==> config.mk <==
export PLATFORM = sky130hd
export DESIGN_NAME = reader_writer_lock_table
export DESIGN_NICKNAME = d
export VERILOG_FILES = /design/src/sv/lkt_pkg.sv /design/src/sv/lkt_search.sv /design/src/sv/lkt_table.sv /design/src/sv/reader_writer_lock_table.sv
export SDC_FILE = /design/constraint.sdc
export NUM_CORES = 1
export LEC_CHECK = 0
export BUFFER_PORTS_ARGS = -buffer_cell sky130_fd_sc_hd__buf_2
export CORE_UTILIZATION = 50
export DETAILED_ROUTE_END_ITERATION = 8
export HOLD_SLACK_MARGIN = 0.12
export PLACE_DENSITY = 0.62
export SYNTH_ARGS = -nofsm -noshare
export SYNTH_HDL_FRONTEND = slang
export SYNTH_SLANG_ARGS = --single-unit
==> constraint.sdc <==
create_clock -name clock -period 8.6 [get_ports clock]
set_clock_uncertainty 0.2 [all_clocks]
set_input_delay 1.29 -clock clock [delete_from_list [all_inputs] [get_ports clock]]
set_output_delay 1.29 -clock clock [all_outputs]
set_load 0.01 [all_outputs]
==> src/sv/lkt_pkg.sv <==
`timescale 1ns / 1ps
`default_nettype none
// ----------------------------------------------------------------------------
// lkt_pkg: shared types and constants of the reader/writer lock table
// request and status codes, table update command and default sizes
// ----------------------------------------------------------------------------
package lkt_pkg;

   // default sizes
   localparam int Entries   = 8;
   localparam int KeyBits   = 16;
   localparam int CountBits = 8;

   // fixed field widths of the request and response ports
   localparam int KeyPortBits = 16;
   localparam int KeyMaxBits  = 32;
   localparam int StatusBits  = 3;

   // request action
   localparam logic ActAcquire = 1'b0;
   localparam logic ActRelease = 1'b1;

   // request mode
   localparam logic ModeRead  = 1'b0;
   localparam logic ModeWrite = 1'b1;

   // response status
   localparam logic [StatusBits-1:0] StGranted  = 3'd0;
   localparam logic [StatusBits-1:0] StConflict = 3'd1;
   localparam logic [StatusBits-1:0] StFull     = 3'd2;
   localparam logic [StatusBits-1:0] StReleased = 3'd3;
   localparam logic [StatusBits-1:0] StIgnored  = 3'd4;

   // table update operations
   localparam logic [1:0] OpNone  = 2'd0;
   localparam logic [1:0] OpClaim = 2'd1;
   localparam logic [1:0] OpBump  = 2'd2;
   localparam logic [1:0] OpDrop  = 2'd3;

   // update command sent to the entry storage
   typedef struct packed {
      logic [1:0] op;
      logic       mode;
   } upd_type;

endpackage
`default_nettype wire

==> src/sv/lkt_search.sv <==
`timescale 1ns / 1ps
`default_nettype none
// ----------------------------------------------------------------------------
// lkt_search: parallel key compare and free entry search
// returns the lowest matching used entry and the lowest free entry, one-hot
// ----------------------------------------------------------------------------
module lkt_search #(
   parameter int ENTRIES  = lkt_pkg::Entries,
   parameter int KEY_BITS = lkt_pkg::KeyBits
) (
   input  wire logic [ENTRIES-1:0]                used,
   input  wire logic [ENTRIES-1:0][KEY_BITS-1:0]  keys,
   input  wire logic [KEY_BITS-1:0]               key,
   output logic      [ENTRIES-1:0]                hit_sel,
   output logic      [ENTRIES-1:0]                free_sel
);

   logic [ENTRIES-1:0] hit_raw;
   logic [ENTRIES-1:0] free_raw;

   always_comb begin
      for (int i = 0; i < ENTRIES; i++) begin
         hit_raw[i] = used[i] && (keys[i] == key);
      end
   end

   assign free_raw = ~used;

   // isolate the lowest set bit
   assign hit_sel  = hit_raw & (~hit_raw + ENTRIES'(1));
   assign free_sel = free_raw & (~free_raw + ENTRIES'(1));

endmodule
`default_nettype wire

==> src/sv/lkt_table.sv <==
`timescale 1ns / 1ps
`default_nettype none
// ----------------------------------------------------------------------------
// lkt_table: lock entry storage
// used bits, keys, modes and holder counts, one entry updated per cycle
// ----------------------------------------------------------------------------
module lkt_table #(
   parameter int ENTRIES    = lkt_pkg::Entries,
   parameter int KEY_BITS   = lkt_pkg::KeyBits,
   parameter int COUNT_BITS = lkt_pkg::CountBits
) (
   input  wire logic                                  clock,
   input  wire logic                                  reset,
   input  wire lkt_pkg::upd_type                      upd,
   input  wire logic [ENTRIES-1:0]                    sel,
   input  wire logic [KEY_BITS-1:0]                   key,
   output logic      [ENTRIES-1:0]                    used,
   output logic      [ENTRIES-1:0]                    excl,
   output logic      [ENTRIES-1:0][KEY_BITS-1:0]      keys,
   output logic      [ENTRIES-1:0][COUNT_BITS-1:0]    holders
);

   logic [ENTRIES-1:0]                 used_ff,    used_in;
   logic [ENTRIES-1:0]                 excl_ff,    excl_in;
   logic [ENTRIES-1:0][KEY_BITS-1:0]   key_ff,     key_in;
   logic [ENTRIES-1:0][COUNT_BITS-1:0] holders_ff, holders_in;

   always_comb begin
      used_in    = used_ff;
      excl_in    = excl_ff;
      key_in     = key_ff;
      holders_in = holders_ff;
      for (int i = 0; i < ENTRIES; i++) begin
         if (sel[i]) begin
            unique case (upd.op)
               lkt_pkg::OpClaim: begin
                  used_in[i]    = 1'b1;
                  excl_in[i]    = upd.mode;
                  key_in[i]     = key;
                  holders_in[i] = COUNT_BITS'(1);
               end
               lkt_pkg::OpBump: begin
                  holders_in[i] = holders_ff[i] + COUNT_BITS'(1);
               end
               lkt_pkg::OpDrop: begin
                  if (holders_ff[i] <= COUNT_BITS'(1)) begin
                     used_in[i]    = 1'b0;
                     holders_in[i] = '0;
                  end else begin
                     holders_in[i] = holders_ff[i] - COUNT_BITS'(1);
                  end
               end
               default: begin
               end
            endcase
         end
      end
   end

   always_ff @(posedge clock) begin
      if (reset) begin
         used_ff <= '0;
      end else begin
         used_ff <= used_in;
      end
   end

   always_ff @(posedge clock) begin
      excl_ff    <= excl_in;
      key_ff     <= key_in;
      holders_ff <= holders_in;
   end

   assign used    = used_ff;
   assign excl    = excl_ff;
   assign keys    = key_ff;
   assign holders = holders_ff;

endmodule
`default_nettype wire

==> src/sv/reader_writer_lock_table.sv <==
`timescale 1ns / 1ps
`default_nettype none
// ----------------------------------------------------------------------------
// reader_writer_lock_table: reader/writer lock table
// fixed set of lock entries; acquire and release requests, one status each
// ----------------------------------------------------------------------------
// usage
//   a request beat is taken at a rising edge with start high and busy low;
//   it carries req_action (acquire/release), req_key and req_mode
//   (shared read/exclusive write)
//   every request gives exactly one response beat: rsp_valid is high for one
//   cycle with rsp_status, and the receiver takes it at the edge ending that
//   cycle; there is no way to hold a response off
//   path: a request passes the request register, where the table is
//   searched and the decision is made, and then the response register,
//   whose output is the response beat
//   throughput: one request per cycle while busy is low; all entries are
//   compared in parallel in one pass and one entry is written at the response
//   edge, so the next request already sees the updated table
//   reset: synchronous, active high; every entry becomes free, pending
//   beats are dropped, and busy stays high until the first cycle after reset
// ----------------------------------------------------------------------------
module reader_writer_lock_table #(
   parameter int ENTRIES    = lkt_pkg::Entries,
   parameter int KEY_BITS   = lkt_pkg::KeyBits,
   parameter int COUNT_BITS = lkt_pkg::CountBits
) (
   input  wire logic                            clock,
   input  wire logic                            reset,
   input  wire logic                            start,
   output logic                                 busy,
   input  wire logic                            req_action,
   input  wire logic [lkt_pkg::KeyPortBits-1:0] req_key,
   input  wire logic                            req_mode,
   output logic                                 rsp_valid,
   output logic [lkt_pkg::StatusBits-1:0]       rsp_status
);

   localparam int ExtPad = lkt_pkg::KeyMaxBits - lkt_pkg::KeyPortBits;

   // busy only around reset
   logic busy_ff;

   // request register
   logic                stg_valid_ff;
   logic                stg_action_ff;
   logic                stg_mode_ff;
   logic [KEY_BITS-1:0] stg_key_ff;

   // response register
   logic                            rsp_valid_ff;
   logic [lkt_pkg::StatusBits-1:0]  rsp_status_ff, rsp_status_in;

   // table view
   logic [ENTRIES-1:0]                 used;
   logic [ENTRIES-1:0]                 excl;
   logic [ENTRIES-1:0][KEY_BITS-1:0]   keys;
   logic [ENTRIES-1:0][COUNT_BITS-1:0] holders;
   logic [ENTRIES-1:0]                 hit_sel;
   logic [ENTRIES-1:0]                 free_sel;

   logic                               hit;
   logic                               free_found;
   logic                               hit_excl;
   logic [COUNT_BITS-1:0]              hit_count;

   logic [lkt_pkg::KeyMaxBits-1:0]     key_ext;
   logic                               accept;

   lkt_pkg::upd_type                   upd;
   logic [ENTRIES-1:0]                 upd_sel;

   assign accept  = start && !busy_ff;
   // only the low KEY_BITS bits of the key take part
   assign key_ext = {{ExtPad{1'b0}}, req_key};

   always_ff @(posedge clock) begin
      if (reset) begin
         busy_ff      <= 1'b1;
         stg_valid_ff <= 1'b0;
         rsp_valid_ff <= 1'b0;
      end else begin
         busy_ff      <= 1'b0;
         stg_valid_ff <= accept;
         rsp_valid_ff <= stg_valid_ff;
      end
   end

   always_ff @(posedge clock) begin
      if (accept) begin
         stg_action_ff <= req_action;
         stg_mode_ff   <= req_mode;
         stg_key_ff    <= key_ext[KEY_BITS-1:0];
      end
      rsp_status_ff <= rsp_status_in;
   end

   lkt_search #(
      .ENTRIES  (ENTRIES),
      .KEY_BITS (KEY_BITS)
   ) u_search (
      .used     (used),
      .keys     (keys),
      .key      (stg_key_ff),
      .hit_sel  (hit_sel),
      .free_sel (free_sel)
   );

   // count of the matching entry
   always_comb begin
      hit_count = '0;
      for (int i = 0; i < ENTRIES; i++) begin
         hit_count = hit_count | (holders[i] & {COUNT_BITS{hit_sel[i]}});
      end
   end

   assign hit        = |hit_sel;
   assign free_found = |free_sel;
   assign hit_excl   = |(hit_sel & excl);

   // decision for the request in the stage register
   always_comb begin
      upd.op        = lkt_pkg::OpNone;
      upd.mode      = stg_mode_ff;
      upd_sel       = hit_sel;
      rsp_status_in = lkt_pkg::StIgnored;
      if (stg_action_ff == lkt_pkg::ActAcquire) begin
         if (hit) begin
            if (!hit_excl && (stg_mode_ff == lkt_pkg::ModeRead)) begin
               // shared read joins readers unless the count is saturated
               if (&hit_count) begin
                  rsp_status_in = lkt_pkg::StFull;
               end else begin
                  rsp_status_in = lkt_pkg::StGranted;
                  upd.op        = lkt_pkg::OpBump;
               end
            end else begin
               rsp_status_in = lkt_pkg::StConflict;
            end
         end else if (free_found) begin
            // new key takes the lowest free entry
            rsp_status_in = lkt_pkg::StGranted;
            upd.op        = lkt_pkg::OpClaim;
            upd_sel       = free_sel;
         end else begin
            rsp_status_in = lkt_pkg::StFull;
         end
      end else begin
         if (hit && (hit_excl == stg_mode_ff)) begin
            rsp_status_in = lkt_pkg::StReleased;
            upd.op        = lkt_pkg::OpDrop;
         end
      end
      // no table write without a live request
      if (!stg_valid_ff) begin
         upd.op = lkt_pkg::OpNone;
      end
   end

   lkt_table #(
      .ENTRIES    (ENTRIES),
      .KEY_BITS   (KEY_BITS),
      .COUNT_BITS (COUNT_BITS)
   ) u_table (
      .clock   (clock),
      .reset   (reset),
      .upd     (upd),
      .sel     (upd_sel),
      .key     (stg_key_ff),
      .used    (used),
      .excl    (excl),
      .keys    (keys),
      .holders (holders)
   );

   assign busy       = busy_ff;
   assign rsp_valid  = rsp_valid_ff;
   assign rsp_status = rsp_status_ff;

endmodule
`default_nettype wire

; ---- Word-level counts from Yosys, hierarchy flattened
; Index checks and enable logic that the tools add are counted.
[totals]
regBits = 232
input_bits = 21
out_inout_bits = 5
wordCells = 199
[op_classes]
n_addsub = 18
magnitude_cmp = 8
eq_ne = 20
muxes = 49
bitwise_logic = 22
reduce_logical = 43
[ops]
columns = op, n
row1 = 8-bit case mux with 3 select lines, 8
row2 = 16-bit equality test, 8
row3 = 8-bit bitwise AND, 11
row4 = 8-bit 2-to-1 mux, 11
row5 = 8-bit by 1-bit adder with 8-bit output (second input constant), 10
row6 = 8-bit by 1-bit <= comparator with 1-bit output (second input constant), 8
row7 = 8-bit by 1-bit subtractor with 8-bit output (second input constant), 8
row8 = 8-bit OR, 7
row9 = 2-bit AND reduction, 16
row10 = 8-bit NOT, 3
row11 = 3-bit AND reduction, 8
row12 = 8-bit OR reduction, 3
row13 = 2-bit 2-to-1 mux, 8
row14 = 2-bit by 1-bit inequality test with 1-bit output (second input constant), 8
row15 = 1-bit case mux with 2 select lines, 8
row16 = 3-bit 2-to-1 mux, 4
row17 = 1-bit logical AND, 11
row18 = 1-bit 2-to-1 mux, 10
row19 = 8-bit AND reduction, 1
row20 = 2-bit equality test (second input constant), 2
row21 = 3-bit nonzero test, 1
row22 = 2-bit by 1-bit equality test with 1-bit output (second input constant), 1
row23 = 1-bit logical NOT, 2
row24 = 2-bit nonzero test, 1
row25 = other kinds (2), 2

; ---- Logic depth before layout (Yosys ltp)
; Gate-level depths: netlist of run 1.
[logic_depth]
ltp_word = 22
ltp_mapped = 19
depth_no_buf = 16

; ---- Hierarchy
; A second synthesis of run 1 with hierarchy kept.
[unflattened]
cells_unflattened = 1084
hier_area_um2 = 12645.9
[modules_own_cells]
columns = mod, n_inst, cells_each, area_per_inst_um2, seq_area_each_um2
row1 = lkt_table, 1, 752, 9562.9, 6165.9
row2 = lkt_search, 1, 219, 1806.7, 0.0
row3 = reader_writer_lock_table, 1, 113, 1276.2, 660.6

; ---- Least setup slack after synthesis of run 1
; OpenSTA, ideal clock, no wires.
[synth_path]
path_kind = register -> register
start = register stg_key_ff[3]
end = register u_table.holders_ff, in the netlist u_table.holders[16], enable pin
setup_time_ps = 370
arrival_time_ps = 3916
required_ps = 8030
setup_slack_ps = 4113
path_stages_with_launch = 16
path_buffers = 2
synth_period_minus_slack_ps = 4487
path_cell_list = edfxtp_1 > buf_4 > xor2_1 > nor4_2 > nand4_2 > or2_2 > and4_1 > buf_2 > and2_1 > a221oi_1 > ha_1 > o21ai_0 > nand2_1 > nor2_1 > a21oi_2 > nor2_1
[synth_between]
elab_chain_len = 22
word_cells_on_any_way = 56
cone_classes = 1 x add/sub / 12 x eq/ne / 9 x mux / 18 x bitwise / 16 x reduce/logical
[synth_lines]
columns = element, line
row1 = "start, declared", reader_writer_lock_table.sv:48  ; logic [KEY_BITS-1:0] stg_key_ff;
row2 = "start signal, assigned", reader_writer_lock_table.sv:93  ; stg_key_ff <= key_ext[KEY_BITS-1:0];
row3 = 16-bit equality test, lkt_search.sv:23  ; hit_raw[i] = used[i] && (keys[i] == key);
row4 = 1-bit logical AND, lkt_search.sv:23
row5 = 8-bit NOT, lkt_search.sv:30  ; assign hit_sel = hit_raw & (~hit_raw + ENTRIES'(1));
row6 = 8-bit by 1-bit adder with 8-bit output, lkt_search.sv:30
row7 = 8-bit bitwise AND (*), lkt_search.sv:30
row8 = 8-bit bitwise AND, reader_writer_lock_table.sv:113  ; hit_count = hit_count | (holders[i] & {COUNT_BITS{hit_sel[i]}});
row9 = 8-bit OR (7 in series), reader_writer_lock_table.sv:113
row10 = 8-bit AND reduction, reader_writer_lock_table.sv:131  ; if (&hit_count) begin
row11 = 2-bit 2-to-1 mux, reader_writer_lock_table.sv:131
row12 = 2-bit 2-to-1 mux, reader_writer_lock_table.sv:129  ; if (!hit_excl && (stg_mode_ff == lkt_pkg::ModeRead)) begin
row13 = 2-bit 2-to-1 mux, reader_writer_lock_table.sv:128  ; if (hit) begin
row14 = 2-bit 2-to-1 mux, reader_writer_lock_table.sv:127  ; if (stg_action_ff == lkt_pkg::ActAcquire) begin
row15 = 2-bit 2-to-1 mux, reader_writer_lock_table.sv:155  ; if (!stg_valid_ff) begin
row16 = 2-bit by 1-bit equality test with 1-bit output / 2-bit equality test (equally long branches), lkt_table.sv:35  ; unique case (upd.op)
row17 = 3-bit nonzero test (no line), --
row18 = 2-bit AND reduction (no line) (*), --
row19 = "end signal, assigned", lkt_table.sv:71  ; holders_ff <= holders_in;
row20 = "end, declared", lkt_table.sv:26  ; logic [ENTRIES-1:0][COUNT_BITS-1:0] holders_ff, holders_in;
; Mark *: on every way between the ends. The rest lies on a longest branch, timed or not.
; A chain may end at the register's enable or synchronous reset.

; ---- Worst setup path in the final report of run 1
[layout_path]
start = register stg_key_ff[15]
end = register u_table.holders_ff, in the netlist u_table.holders[26], enable pin
; Same word-level chain as after synthesis.

==> flow_summary.ini, run 1 <==
[layout]
layout_commonest_cell = edfxtp_1
area_growth_pct = 8.43
design_area_um2 = 14600
layout_common_cells = edfxtp_1 (218), nor2_1 (119), nand2_1 (110), xor2_1 (65), xnor2_1 (63)
layout-drive-gt1-share_pct = 8.87
finalNetCount = 1311
num_antenna_cells = 0

[placed_design]
place_area_um2 = 13700
port_buffers = 25
gp_congestion = 0.995
dpl.hpwl_um = 26700
dpl_worst_slack_ps = 2230

[job]
drv_cap = 0

[yosys]
synthArstFlopShare_pct = 0
yosys_warnings = 0
synthesis.nets = 1316
synth-compound-area-share_pct = 14.4
synth_ff_type = edfxtp_1
synth-simple-area-share_pct = 18.9
syn_area_um2 = 13400
syn_inst = 1270
synth_edf_count = 218
synthMuxAreaShare_pct = 1.13
synth_xor_area_share_pct = 8.35
seq_area_frac_synth_pct = 50.8
synth_seq_cells = 232
avgSynthCellArea_um2 = 10.6
synth_top_family_by_area = simple AND/OR/NAND/NOR gates
ys_types = 85
synth_fa_ha_area_share_pct = 2.33

[run_status]
violations = DRC
outcome = finished, violations left

[timing]
setup_tns_ps = 0
finalCritPeriodShare_pct = 75.2
hold_viol_final = 0
slew_headroom_pct = 21.2
max_freq_ghz = 0.155
final-setup-viol-count = 0
drv_slew = 0
whs_ps = 344
worst_pin_slew_ps = 1180
period_needed_ps = 6470
fin_ws_ps = 2130
rsz0062_at_grt = false

[clock_tree]
cts_setup_buffers = 0
post_cts_resized = 0
clock-sinks = 232
numCtsBuffers = 26
cts_buffer_depth = 3
cts_tree = done
htree_levels = 1
clock-root-buffer = clkbuf_16
clkTransAtPathRegs_ps = 60
postCtsHoldBufs = 0
clk_latency_ps = 560

[pwr]
combPwrFrac_pct = 2.5
p_leak_nw = 4.73
seqPwrFrac_pct = 52.6
power.density_nw_per_um2 = 164
p_int_mw = 1.86
irDropWorstVdd_mv = 0.174
p_sw_share_pct = 22.0
clkPwrFrac_pct = 44.9
power_switching_uw = 525
total_power_mw = 2.39

[floorplanning]
start_util_pct = 51.3
die_w_um = 166
chipHeight_um = 166
die_area_um2 = 27500
ios = 26
core-area_um2 = 26200
num_rows = 59

[grt]
first_global_vias = 9535
track_usage_pct = 27.4
grt_max_degree = 61
antenna_found_initial = 0
grt_overflow = 0
grt_pass1_wl_um = 57900

[drt]
drt_iter0_markers = 1346
wl_per_cell_um = 23.3
drc = 3
vias = 10400
first_pass_iters = 9
via_per_inst = 6.45
finalWirelength_um = 37800
antenna_left = 0

[hold_path]
hold_depth = 1
hold_start = stg_valid_ff
holdCritPathClass = reg -> reg

[critical_path]
arrival_ps = 6440
worstPathMaxFanout = 28
critPathKind = reg -> reg
r2r-start = stg_key_ff[15]
required_ps = 8570
crit_start = stg_key_ff[15]
r2r_cells = 13
cpMaxStageDelayCell = nor2_1
max_stage_delay_ps = 670
crit_chain = xnor2_1 -> nand4_1 -> nor4_1 -> a22oi_1 -> and4_1 -> and2_1 -> a221oi_1 -> ha_1 -> o21ai_0 -> nand2_1 -> nor2_1 -> a21oi_2 -> nor2_1
worstSetupStartpointType = flip-flop
cp-end-kind = flip-flop
crit_top_cell = nor2_1
==> path summary, 6_finish.rpt <==
kind	endpoint	slack (ps)
worst max-delay path	u_table.holders[26]	2130
worst min-delay path	rsp_valid	340
worst max register to register	u_table.holders[26]	2130
worst min register to register	rsp_valid	340
==> cell usage after synthesis (all sizes together), types with 8 or more instances <==
| master | n | area share [%] |
|---|---|---|
| dfxtp | 14 | 2.1 |
| a22o | 11 | 0.72 |
| a22oi | 10 | 0.60 |
| nand3 | 42 | 1.6 |
| nand2 | 111 | 3.1 |
| nor3 | 54 | 2.0 |
| o21ai | 31 | 1.2 |
| and3 | 33 | 1.5 |
| o211ai | 8 | 0.45 |
| edfxtp | 218 | 49 |
| inv | 48 | 1.3 |
| a211oi | 17 | 1.0 |
| mux2i | 14 | 1.0 |
| ha | 25 | 2.3 |
| xnor2 | 63 | 4.1 |
| or4 | 10 | 0.59 |
| clkbuf | 41 | 1.1 |
| o221ai | 9 | 0.59 |
| buf | 32 | 1.6 |
| xor2 | 65 | 4.2 |
| o311ai | 12 | 0.78 |
| or3 | 20 | 0.93 |
| a221oi | 12 | 0.78 |
| nand4 | 23 | 1.1 |
| and4 | 13 | 0.85 |
| nor2 | 119 | 3.3 |
| and2 | 14 | 0.65 |
| a21oi | 35 | 1.4 |
| o22ai | 24 | 1.1 |
| nor4 | 29 | 1.5 |
==> logic make-up after synthesis <==
group                      Yosys count
DFF                                232
xor gates and xnor gates           128
AOI/OAI and AO/OA                  253
adders and majority gates           25
buffers and inverters              121
and+or+nand+nor                    496
muxes                               15
==> metal layers <==
metal  global-route usage (%)  vias to the layer above  share of wire, %
met4                     10.3                        0               4.2
li1                         -                     4825                 -
met1                     37.9                     5041                43
met5                        0                        -                 0
met2                     44.0                      480                46
met3                     3.65                      100               6.9
==> area by class of cell <==
| type | count | area [µm²] |
|---|---|---|
| fillers | 2262 | 11600 |
| inverters | 48 | 180 |
| multi-input cells | 917 | 6080 |
| flip-flops and latches | 232 | 6830 |
| clock inverters | 14 | 119 |
| repair buffers | 40 | 238 |
| well taps | 335 | 419 |
| clock buffers | 34 | 701 |
==> flip-flops by register name (all words and copies together) (netlist names) <==
register and cells:
u_table.holders 64, u_table.keys 128, stg_mode_ff 1, stg_action_ff 1, rsp_status 3, stg_valid_ff 1, busy 1, rsp_valid 1
stg_key_ff 16, u_table.excl 8, u_table.used 8
==> power by group through the flow <==
stage	logic, mW	clock network, mW	registers [mW]
after floorplan	0.0503	0	1.26
after global placement	0.0593	0	1.28
after detailed placement	0.0593	0	1.28
after CTS	0.0597	1.09	1.25
after global routing	0.0639	1.13	1.26
final	0.0603	1.07	1.25
==> worst max-delay path, delay by kind of cell, from the launching register on <==
family	cells	cell delay, ps
AO/OA/AOI/OAI	4	1020
XOR/XNOR	1	580
adder cells (fa/ha/maj)	1	330
flip-flops	1	650
AND/OR/NAND/NOR	7	3310
==> stage by stage <==
step / util (%) / cells
after global routing: 55.6 / 1620
after global placement: 52.4 / 1572
after CTS: 55.6 / 1620
after detailed placement: 52.4 / 1572
after floorplan: - / 1270
final: 55.6 / 1620
Power figures use the tool's default switching activity.
==> run 2, diff against run 1 <==
- PLACE_DENSITY: 0.62 -> 0.64
- clock period: 8.6 -> 5.36 ns (I/O delays scaled with it)
==> run 2 against run 1 <==
The flow now finishes without violations. Global-route usage increased by 0.34 points. Register-to-register slack got worse by 1900 ps. Fmax increased by 26%. Sequential share of layout area decreased by 1.4 points. Setup slack got worse by 1900 ps. Core utilization increased by 1.7 points. Die area unchanged.
==> flow_summary.ini, run 2 (synthesis results as in run 1) <==
[timing]
period_needed_ps = 5140
drv_slew = 0
finalCritPeriodShare_pct = 95.9
fin_ws_ps = 222
final-setup-viol-count = 0
whs_ps = 214
worst_pin_slew_ps = 1050
setup_tns_ps = 0
rsz0062_at_grt = true
max_freq_ghz = 0.195
slew_headroom_pct = 28.8
hold_viol_final = 0

[clock_tree]
cts_setup_buffers = 0
postCtsHoldBufs = 0
clock-root-buffer = clkbuf_16
htree_levels = 1
cts_buffer_depth = 3
clock-sinks = 232
numCtsBuffers = 26
clkTransAtPathRegs_ps = 60
clk_latency_ps = 560
post_cts_resized = 0
cts_tree = done

[grt]
first_global_vias = 9737
track_usage_pct = 27.7
antenna_found_initial = 0
grt_max_degree = 32
grt_overflow = 0
grt_pass1_wl_um = 58900

[placed_design]
dpl_worst_slack_ps = 267
gp_congestion = 0.943
port_buffers = 25
dp.cells = 1624
place_area_um2 = 14100
dpl.hpwl_um = 27500

[critical_path]
worstPathMaxFanout = 9
r2r_cells = 14
r2r_setup_slack_ps = 220
endpoint = u_table.holders[54]
worstSetupStartpointType = flip-flop
regToRegEndpoint = u_table.holders[54]
crit_start = stg_key_ff[6]
r2r-start = stg_key_ff[6]
cp-end-kind = flip-flop
arrival_ps = 5110
required_ps = 5330
critPathKind = reg -> reg

[floorplanning]
die_w_um = 166
ios = 26
core-area_um2 = 26200
die_area_um2 = 27500
start_util_pct = 51.3
chipHeight_um = 166
num_rows = 59

[pwr]
irDropWorstVdd_mv = 0.264
total_power_mw = 3.92
p_leak_nw = 4.99
power.density_nw_per_um2 = 261

[layout]
layout-drive-gt1-share_pct = 12.4
finalNetCount = 1363
design_area_um2 = 15000
fin_cells = 1671
layout_commonest_cell = edfxtp_1
largest_reg_flops = 128
area_growth_pct = 11.7
seqCellArea_um2 = 6830
num_antenna_cells = 0
multi_input_area_um2 = 6080
utilization_pct = 57.2
fillers = 2195
layout_common_cells = edfxtp_1 (218), nor2_1 (117), nand2_1 (110), buf_4 (66), xor2_1 (65)

[drt]
first_pass_iters = 6
antenna_left = 0
via_per_inst = 6.28
finalWirelength_um = 38100
drc = 0
drt_iter0_markers = 957
wl_per_cell_um = 22.8
vias = 10500

[job]
drv_cap = 0

[hold_path]
holdCritPathClass = in -> reg
hold_start = req_key[12]

[run_status]
outcome = complete, no violations
[run 2: changes by cell type in the layout (fill, tap and decap cells not counted), sizes merged]
| cell | previous run | this run |
|---|---|---|
| buf | 40 | 92 |
| bufinv | 1 | 3 |
| clkbuf | 34 | 38 |
| clkinv | 12 | 5 |
| clkinvlp | 0 | 1 |
| inv | 49 | 48 |
[run 2: critical path, stage by stage, from the launching register on]
cell and delay, ps:
edfxtp_1 570, xnor2_1 400, nand4_1 220, nor4_1 590, a22oi_1 220, nand4_1 190
nor3_1 90, a221o_1 300, a221oi_1 220, ha_1 330, o21ai_0 250, nand2_1 160
nor2_1 220, a21oi_2 190, nor2_1 600
[run 2: report_power, final]
| part | switching [mW] | internal (mW) | total [mW] |
|---|---|---|---|
| combinational | 0.0780 | 0.0465 | 0.125 |
| sequential | 0.0205 | 1.98 | 2.00 |
| clock | 0.734 | 1.06 | 1.79 |
| total | 0.833 | 3.09 | 3.92 |
[run 2: worst min path at each step]
stage / end / cells after the start / slack [ps]
4_1_cts: stg_key_ff[12] / 1 / 200
3_5_place_dp: u_table.used[0] / 2 / 340
3_3_place_gp: u_table.used[0] / 2 / 340
6_report: stg_key_ff[12] / 1 / 210
5_1_grt: stg_key_ff[12] / 1 / 210
2_1_floorplan: rsp_valid / 1 / 270
[run 2: final cells by class]
type	instances	area share [%]
timing repair buffer	92	4.27
clock inverter	9	0.984
sequential	232	45.5
clock buffer	38	4.71
inverter	48	1.20
tap	335	2.79
multi-input combinational	917	40.5
[run 2: metal layers]
metal	part of all wire, %	track usage [%]	up-vias	wire [µm]
li1	-	-	4915	-
met1	43	38.5	5086	16500
met2	47	44.7	409	17900
met3	5.9	3.03	76	2250
met4	3.7	10.6	0	1430
met5	0	0	-	0
